[src/sv/butterworth_band_reject_mask_macros.svh]
// ----------------------------------------------------------------------------
// Assertion macros for the Butterworth band-reject mask generator
// Concurrent checks on the rising clock edge, switched off while reset is low.
// ----------------------------------------------------------------------------
`ifndef BUTTERWORTH_BAND_REJECT_MASK_MACROS_SVH
`define BUTTERWORTH_BAND_REJECT_MASK_MACROS_SVH

`ifndef SYNTH
`define BRR_ASSERT(lbl, prop, msg) \
	lbl: assert property (@(posedge clk) disable iff (!arst_n) prop) else $error(msg);
`define BRR_ASSERT_NEXT(lbl, ante, cons, msg) \
	lbl: assert property (@(posedge clk) disable iff (!arst_n) ante |=> cons) else $error(msg);
`else
`define BRR_ASSERT(lbl, prop, msg)
`define BRR_ASSERT_NEXT(lbl, ante, cons, msg)
`endif

`endif

[src/sv/brr_div.sv]
// ----------------------------------------------------------------------------
// Pipelined restoring divider
// One quotient bit per register stage, most significant first. The dividend
// must be below den * 2^QW; a side band travels alongside each item.
// ----------------------------------------------------------------------------
module brr_div #(
	parameter int QW = 17,
	parameter int VW = 42,
	parameter int SW = 7
) (
	input  logic             clk,
	input  logic             arst_n,
	input  logic             en,
	input  logic             in_valid,
	input  logic [VW+QW-1:0] in_x,
	input  logic [VW-1:0]    in_den,
	input  logic [SW-1:0]    in_side,
	output logic             out_valid,
	output logic [QW-1:0]    out_quo,
	output logic [SW-1:0]    out_side
);
	localparam int XW = VW + QW;

	logic          v_s    [QW];
	logic [XW-1:0] x_s    [QW];
	logic [VW-1:0] den_s  [QW];
	logic [QW-1:0] quo_s  [QW];
	logic [SW-1:0] side_s [QW];

	for (genvar k = 0; k < QW; k++) begin : g_stage
		localparam int B = QW - 1 - k;
		logic          pv;
		logic [XW-1:0] px;
		logic [XW-1:0] sh;
		logic [VW-1:0] pd;
		logic [QW-1:0] pq;
		logic [SW-1:0] ps;
		logic          ge;

		if (k == 0) begin : g_first
			assign pv = in_valid;
			assign px = in_x;
			assign pd = in_den;
			assign pq = '0;
			assign ps = in_side;
		end else begin : g_next
			assign pv = v_s[k-1];
			assign px = x_s[k-1];
			assign pd = den_s[k-1];
			assign pq = quo_s[k-1];
			assign ps = side_s[k-1];
		end

		assign sh = XW'(pd) << B;
		assign ge = (px >= sh);

		always_ff @(posedge clk or negedge arst_n) begin
			if (!arst_n) begin
				v_s[k] <= 1'b0;
			end else if (en) begin
				v_s[k] <= pv;
			end
		end

		always_ff @(posedge clk) begin
			if (en) begin
				x_s[k]    <= ge ? px - sh : px;
				den_s[k]  <= pd;
				side_s[k] <= ps;
				quo_s[k]  <= pq | (QW'(ge) << B);
			end
		end
	end

	assign out_valid = v_s[QW-1];
	assign out_quo   = quo_s[QW-1];
	assign out_side  = side_s[QW-1];

endmodule

[config.mk]
export PLATFORM = sky130hd
export DESIGN_NAME = brr_div
export DESIGN_NICKNAME = d
export VERILOG_FILES = /design/src/sv/butterworth_band_reject_mask_macros.svh /design/src/sv/brr_div.sv
export SDC_FILE = /design/constraint.sdc
export NUM_CORES = 2
export LEC_CHECK = 0
export ABC_CLOCK_PERIOD_IN_PS = 3300
export BUFFER_PORTS_ARGS = -buffer_cell sky130_fd_sc_hd__buf_2
export CAP_MARGIN = 20
export CORE_MARGIN = 2
export CORE_UTILIZATION = 30
export CTS_CLUSTER_SIZE = 40
export DETAILED_ROUTE_END_ITERATION = 10
export MAX_ROUTING_LAYER = met4
export SYNTH_ARGS = -nofsm -noshare
export SYNTH_HDL_FRONTEND = slang
export SYNTH_SLANG_ARGS = --single-unit
[constraint.sdc]
create_clock -name clk -period 3.3 [get_ports clk]
set_input_delay 0.33 -clock clk [delete_from_list [all_inputs] [get_ports clk]]
set_output_delay 0.33 -clock clk [all_outputs]
set_load 0.005 [all_outputs]
# Word level (Yosys, flattened, before mapping)

Memory sizes are Yosys's and may differ from the RTL's.
Cells that the tools add are included.

Register bits after elaboration: 17
Bits in writable memories: 2,125
Logic and storage cells: 90
Memories: 4

Memory list:

| name   | depth | width | rd ports | clocked after memory_dff | write ports | RTL line      | source |
|---|---|---|---|---|---|---|---|
| x_s    | 17    | 59    | 16       | 0                        | 17          | brr_div.sv:25 | `logic [XW-1:0] x_s [QW];` |
| den_s  | 17    | 42    | 16       | 0                        | 17          | brr_div.sv:26 | `logic [VW-1:0] den_s [QW];` |
| quo_s  | 17    | 17    | 17       | 0                        | 17          | brr_div.sv:27 | `logic [QW-1:0] quo_s [QW];` |
| side_s | 17    | 7     | 17       | 0                        | 17          | brr_div.sv:28 | `logic [SW-1:0] side_s [QW];` |

Add/sub/neg operators: 17
$lt $le $gt $ge: 17
Multiplexer cells: 19
Bitwise gates (word level): 16

Operator list:

| cell             | count |
|---|---|
| $mux W59         | 17 |
| $ge A59 B42 Y1   | 1 |
| $ge A59 B43 Y1   | 1 |
| $ge A59 B44 Y1   | 1 |
| $ge A59 B45 Y1   | 1 |
| $ge A59 B46 Y1   | 1 |
| $ge A59 B47 Y1   | 1 |
| $ge A59 B48 Y1   | 1 |
| $ge A59 B49 Y1   | 1 |
| $ge A59 B50 Y1   | 1 |
| $ge A59 B51 Y1   | 1 |
| $ge A59 B52 Y1   | 1 |
| $ge A59 B53 Y1   | 1 |
| $ge A59 B54 Y1   | 1 |
| $ge A59 B55 Y1   | 1 |
| $ge A59 B56 Y1   | 1 |
| $ge A59 B57 Y1   | 1 |
| $ge A59 B58 Y1   | 1 |
| $sub A59 B42 Y59 | 1 |
| $sub A59 B43 Y59 | 1 |
| $sub A59 B44 Y59 | 1 |
| $sub A59 B45 Y59 | 1 |
| $sub A59 B46 Y59 | 1 |
| $sub A59 B47 Y59 | 1 |
| other kinds (28) | 29 |

# Logic depth before layout (Yosys ltp)

An unclocked memory read counts as a cell.

Depth after elaboration: 3
Depth in mapped cells: 16
Depth with buffers taken out: 15

# Worst setup path after synthesis

OpenSTA, ideal clock, no wires.

Path type: reg-to-reg
From: memory x_s[0][711] in the netlist's numbering
To: memory x_s[0][771] in the netlist's numbering, data pin
Library setup time: 0.260 ns
Arrival: 3.399 ns
Required time: 3.040 ns
Setup slack: -0.358 ns
Cell stages (with the launch flop): 15
Clock period less this slack: 3.658 ns
Cells stage by stage: edfxtp_1 inv_1 ha_1 inv_1 fa_1 a211oi_1 o21ai_1 o22ai_1 o21ai_1 a211oi_1 o21ai_1 a21oi_1 buf_2 buf_2 mux2_2

RTL lines:

| element     | RTL line |
|---|---|
| from (decl) | brr_div.sv:25 |

==> reports/qor.yml <==
run_status:
  status: "finished, violations left"
  violations: "setup timing"
synth:
  synth_xor_area_share_pct: 5.858
  synth_fp_nets: 11131
  yosys_warnings: 0
  synth_seq_cells: 1905
  synth_area_mm2: 0.1094
  synthSimpleGateAreaFrac_pct: 11.43
  yosysMostFrequentCell: "edfxtp_1"
  ys.flop_type: "edfxtp_1"
  synth_area_leaders: "edfxtp_1, ha_1, a21oi_1"
  synth_top_cell_by_area: "edfxtp_1"
  muxShareOfSynthArea_pct: 1.226
  yosysUniqueCellTypes: 103
  synthTopCellsByCount: "edfxtp_1, a21oi_1, inv_1"
  ys_seq_area_share_pct: 52.20
  synthAdderAreaFrac_pct: 8.456
  synth_top_area_share_pct: 51.81
  async_flop_share_pct: 0.8924
  synth-edff-count: 1888
  syn_avg_cell_area_um2: 10.64
  synth_cells: 10289
  synth_top_family_by_area: "compound AO/OA/AOI/OAI gates"
  synth-compound-area-share_pct: 16.40
min_path:
  hold-path-cell-count: 2
  hold_class: "primary input to flip-flop"
place:
  port-buffer-count: 136
  dp_hpwl_mm: 235.5
  gp_congestion: 0.9639
  placed_cell_area_mm2: 0.1347
sta:
  setup_viol: 581
  max_clock_freq_ghz: 0.2715
  final-hold-violation-count: 0
  fin_ws_ps: -383.4
  whs_ps: 132.1
  tightest_slew_ps: 936.2
  skew_ps: 67.56
  slew_violations: 0
  period_needed_ps: 3683
  fin_crit_sh_pct: 111.6
  fin_setup_tns_ps: -72550
  rsz0062_at_grt: "yes"
  slew_headroom_pct: 37.01
critical_path:
  rrSetupSlack_ps: -380
  required_ps: 3940
  cpPeakStageDelay_ps: 570
  crit_chain: "inv_1 -> ha_2 -> inv_2 -> fa_2 -> a211oi_2 -> o21ai_2 -> nand2_2 -> o31a_1 -> buf_6 -> a2111oi_4 -> nor2_4 -> o21ai_4 -> a211oi_4 -> or4b_4 -> xnor2_1"
  critPathKind: "flip-flop to flip-flop"
  critical-path-top-delay-family: "compound AO/OA/AOI/OAI gates"
  cp.depth: 15
  slowest_stage: "a2111oi_4"
  arrival_ps: 4320
  end_kind: "flip-flop"
  start_kind: "flip-flop"
  crit_buf_inv: 3
  ff2ff_path_depth: 15
  crit_path_max_fanout: 5
clock_tree:
  cts_root_buffer: "clkbuf_16"
  clk_latency_ps: 930
  cts_buffer_depth: 4
  cts_buffers: 223
  clock_sinks: 1905
  path_clk_slew_ps: 60
  htreeDepth: 4
  cts_tree: "done"
power_and_ir_drop:
  vdd_ir_drop_max_mv: 0.4326
  power_mw: 129.0
  p_per_area_mw_per_mm2: 859.0
  p_leak_nw: 62.64
final_layout:
  fill_cells: 34865
  syn_to_final_growth_pct: 37.25
  drive_gt1_share_pct: 30.33
  postLayoutCoreUtil_pct: 41.40
  nets: 14036
  final_cell_area_mm2: 0.1502
global_route:
  grtUsageTotal_pct: 16.83
  grt_pass1_wl_mm: 481.7
  antenna_found_initial: 1
  grt_max_degree: 125
  overflow: 0
  grt_pass1_vias: 88622
floorplan:
  ios: 137
  initial_utilization_pct: 30.16
  die_area_mm2: 0.3696
  fp.coreArea_mm2: 0.3628
  die_w_um: 608.0
  fp.dieH_um: 608.0
  rows: 221
detailed_routing:
  ant_nets: 0
  drt_iter0_drc: 4149
  viasPerCell: 4.710
  drt-pass1-iter-count: 7
  wirelength_mm: 308.6
  route.detailed.drc: 0
  wire_per_inst_um: 16.99
  vias: 85515
run:
  drv_cap: 0
-- per-stage QoR --
| stage | cells | worst slack [ps] |
|---|---|---|
| after floorplan | 10289 | -2.124 |
| after global placement | 17406 | -744.0 |
| after detailed placement | 17406 | -701.0 |
| after CTS | 18132 | -371.2 |
| after global routing | 18154 | -485.4 |
| final | 18156 | -383.4 |
-- routing by layer --
| layer | track usage, % | share of wire, % | wire length, um |
|---|---|---|---|
| met5 | - | 0 | 0 |
| met4 | 10.54 | 7.4 | 22970 |
| met3 | 1.686 | 2.7 | 8198 |
| met2 | 31.12 | 52 | 160100 |
| met1 | 16.96 | 38 | 117300 |
-- what timing repair did --
action | 4_1_cts | 5_1_grt
cloned | 46 | 2
buffers inserted | 200 | 28
setup endpoints to repair | 739 | 771
hold endpoints to repair | 148 | 0
gates resized for setup | 996 | 124
pin swaps | 326 | 72
hold buffers | 112 | 0
-- placed cells by master (no fill, tap or decap), types with 199 or more instances in the layout --
| master | instances |
|---|---|
| o21ai_0 | 536 |
| xnor2_1 | 408 |
| inv_1 | 890 |
| nand2_1 | 755 |
| xor2_1 | 318 |
| a21o_1 | 383 |
| clkbuf_16 | 227 |
| edfxtp_1 | 1888 |
| a21oi_1 | 945 |
| nand4_1 | 199 |
| nor2_1 | 608 |
| ha_1 | 660 |
| buf_4 | 2571 |
-- where the power goes --
part	switching, mW	internal (mW)	leakage [nW]
clock	9.96	14.0	3.41
combinational	33.2	33.3	40.7
sequential	3.61	34.9	18.5
total	46.8	82.2	62.6
-- cell type report --
type	count	area, um2	area share (%)
flip-flops and latches	1905	57120	38.03
well taps	4794	5998	3.994
inverters	910	3441	2.291
diodes	2	5.005	0.003332
clock inverters	123	1222	0.8139
repair buffers	3048	25220	16.79
multi-input cells	7106	51390	34.22
clock buffers	268	5792	3.856
-- registers in the layout, summed over array words and instances (netlist names) --
| name | count |
|---|---|
| x_s | 944 |
| out_valid | 1 |
| quo_s | 153 |
| side_s | 119 |
| den_s | 672 |
| g_stage.pv | 16 |
-- kinds of logic (layout without fill, tap and decap cells) --
logic type / count (synthesis) / in the layout
AOI/OAI and AO/OA: 2905 / 2905
and+or+nand+nor: 2619 / 2619
DFF: 1905 / 1905
buffers and inverters: 1278 / 4349
xor gates and xnor gates: 732 / 732
adders and majority gates: 730 / 730
muxes: 120 / 120
other: 0 / 2
-- worst paths after layout --
kind                                from        endpoint
setup / recovery             x_s[0][479]     x_s[0][585]
hold / removal                in_side[0]    side_s[0][0]
setup reg to reg             x_s[0][479]     x_s[0][585]
hold reg to reg            side_s[0][54]   side_s[0][61]
max in group asynchronous         arst_n  g_stage[16].pv
min in group asynchronous         arst_n   g_stage[1].pv
-- worst reg2reg max path, cell delays in order (launching register included) --
cell	delay, ps
edfxtp_1	360
inv_1	60
ha_2	190
inv_2	50
fa_2	200
a211oi_2	90
o21ai_2	210
nand2_2	120
o31a_1	260
buf_6	130
a2111oi_4	570
nor2_4	100
o21ai_4	210
a211oi_4	140
or4b_4	580
xnor2_1	130
Note: power is estimated with default switching activity, not from simulation.
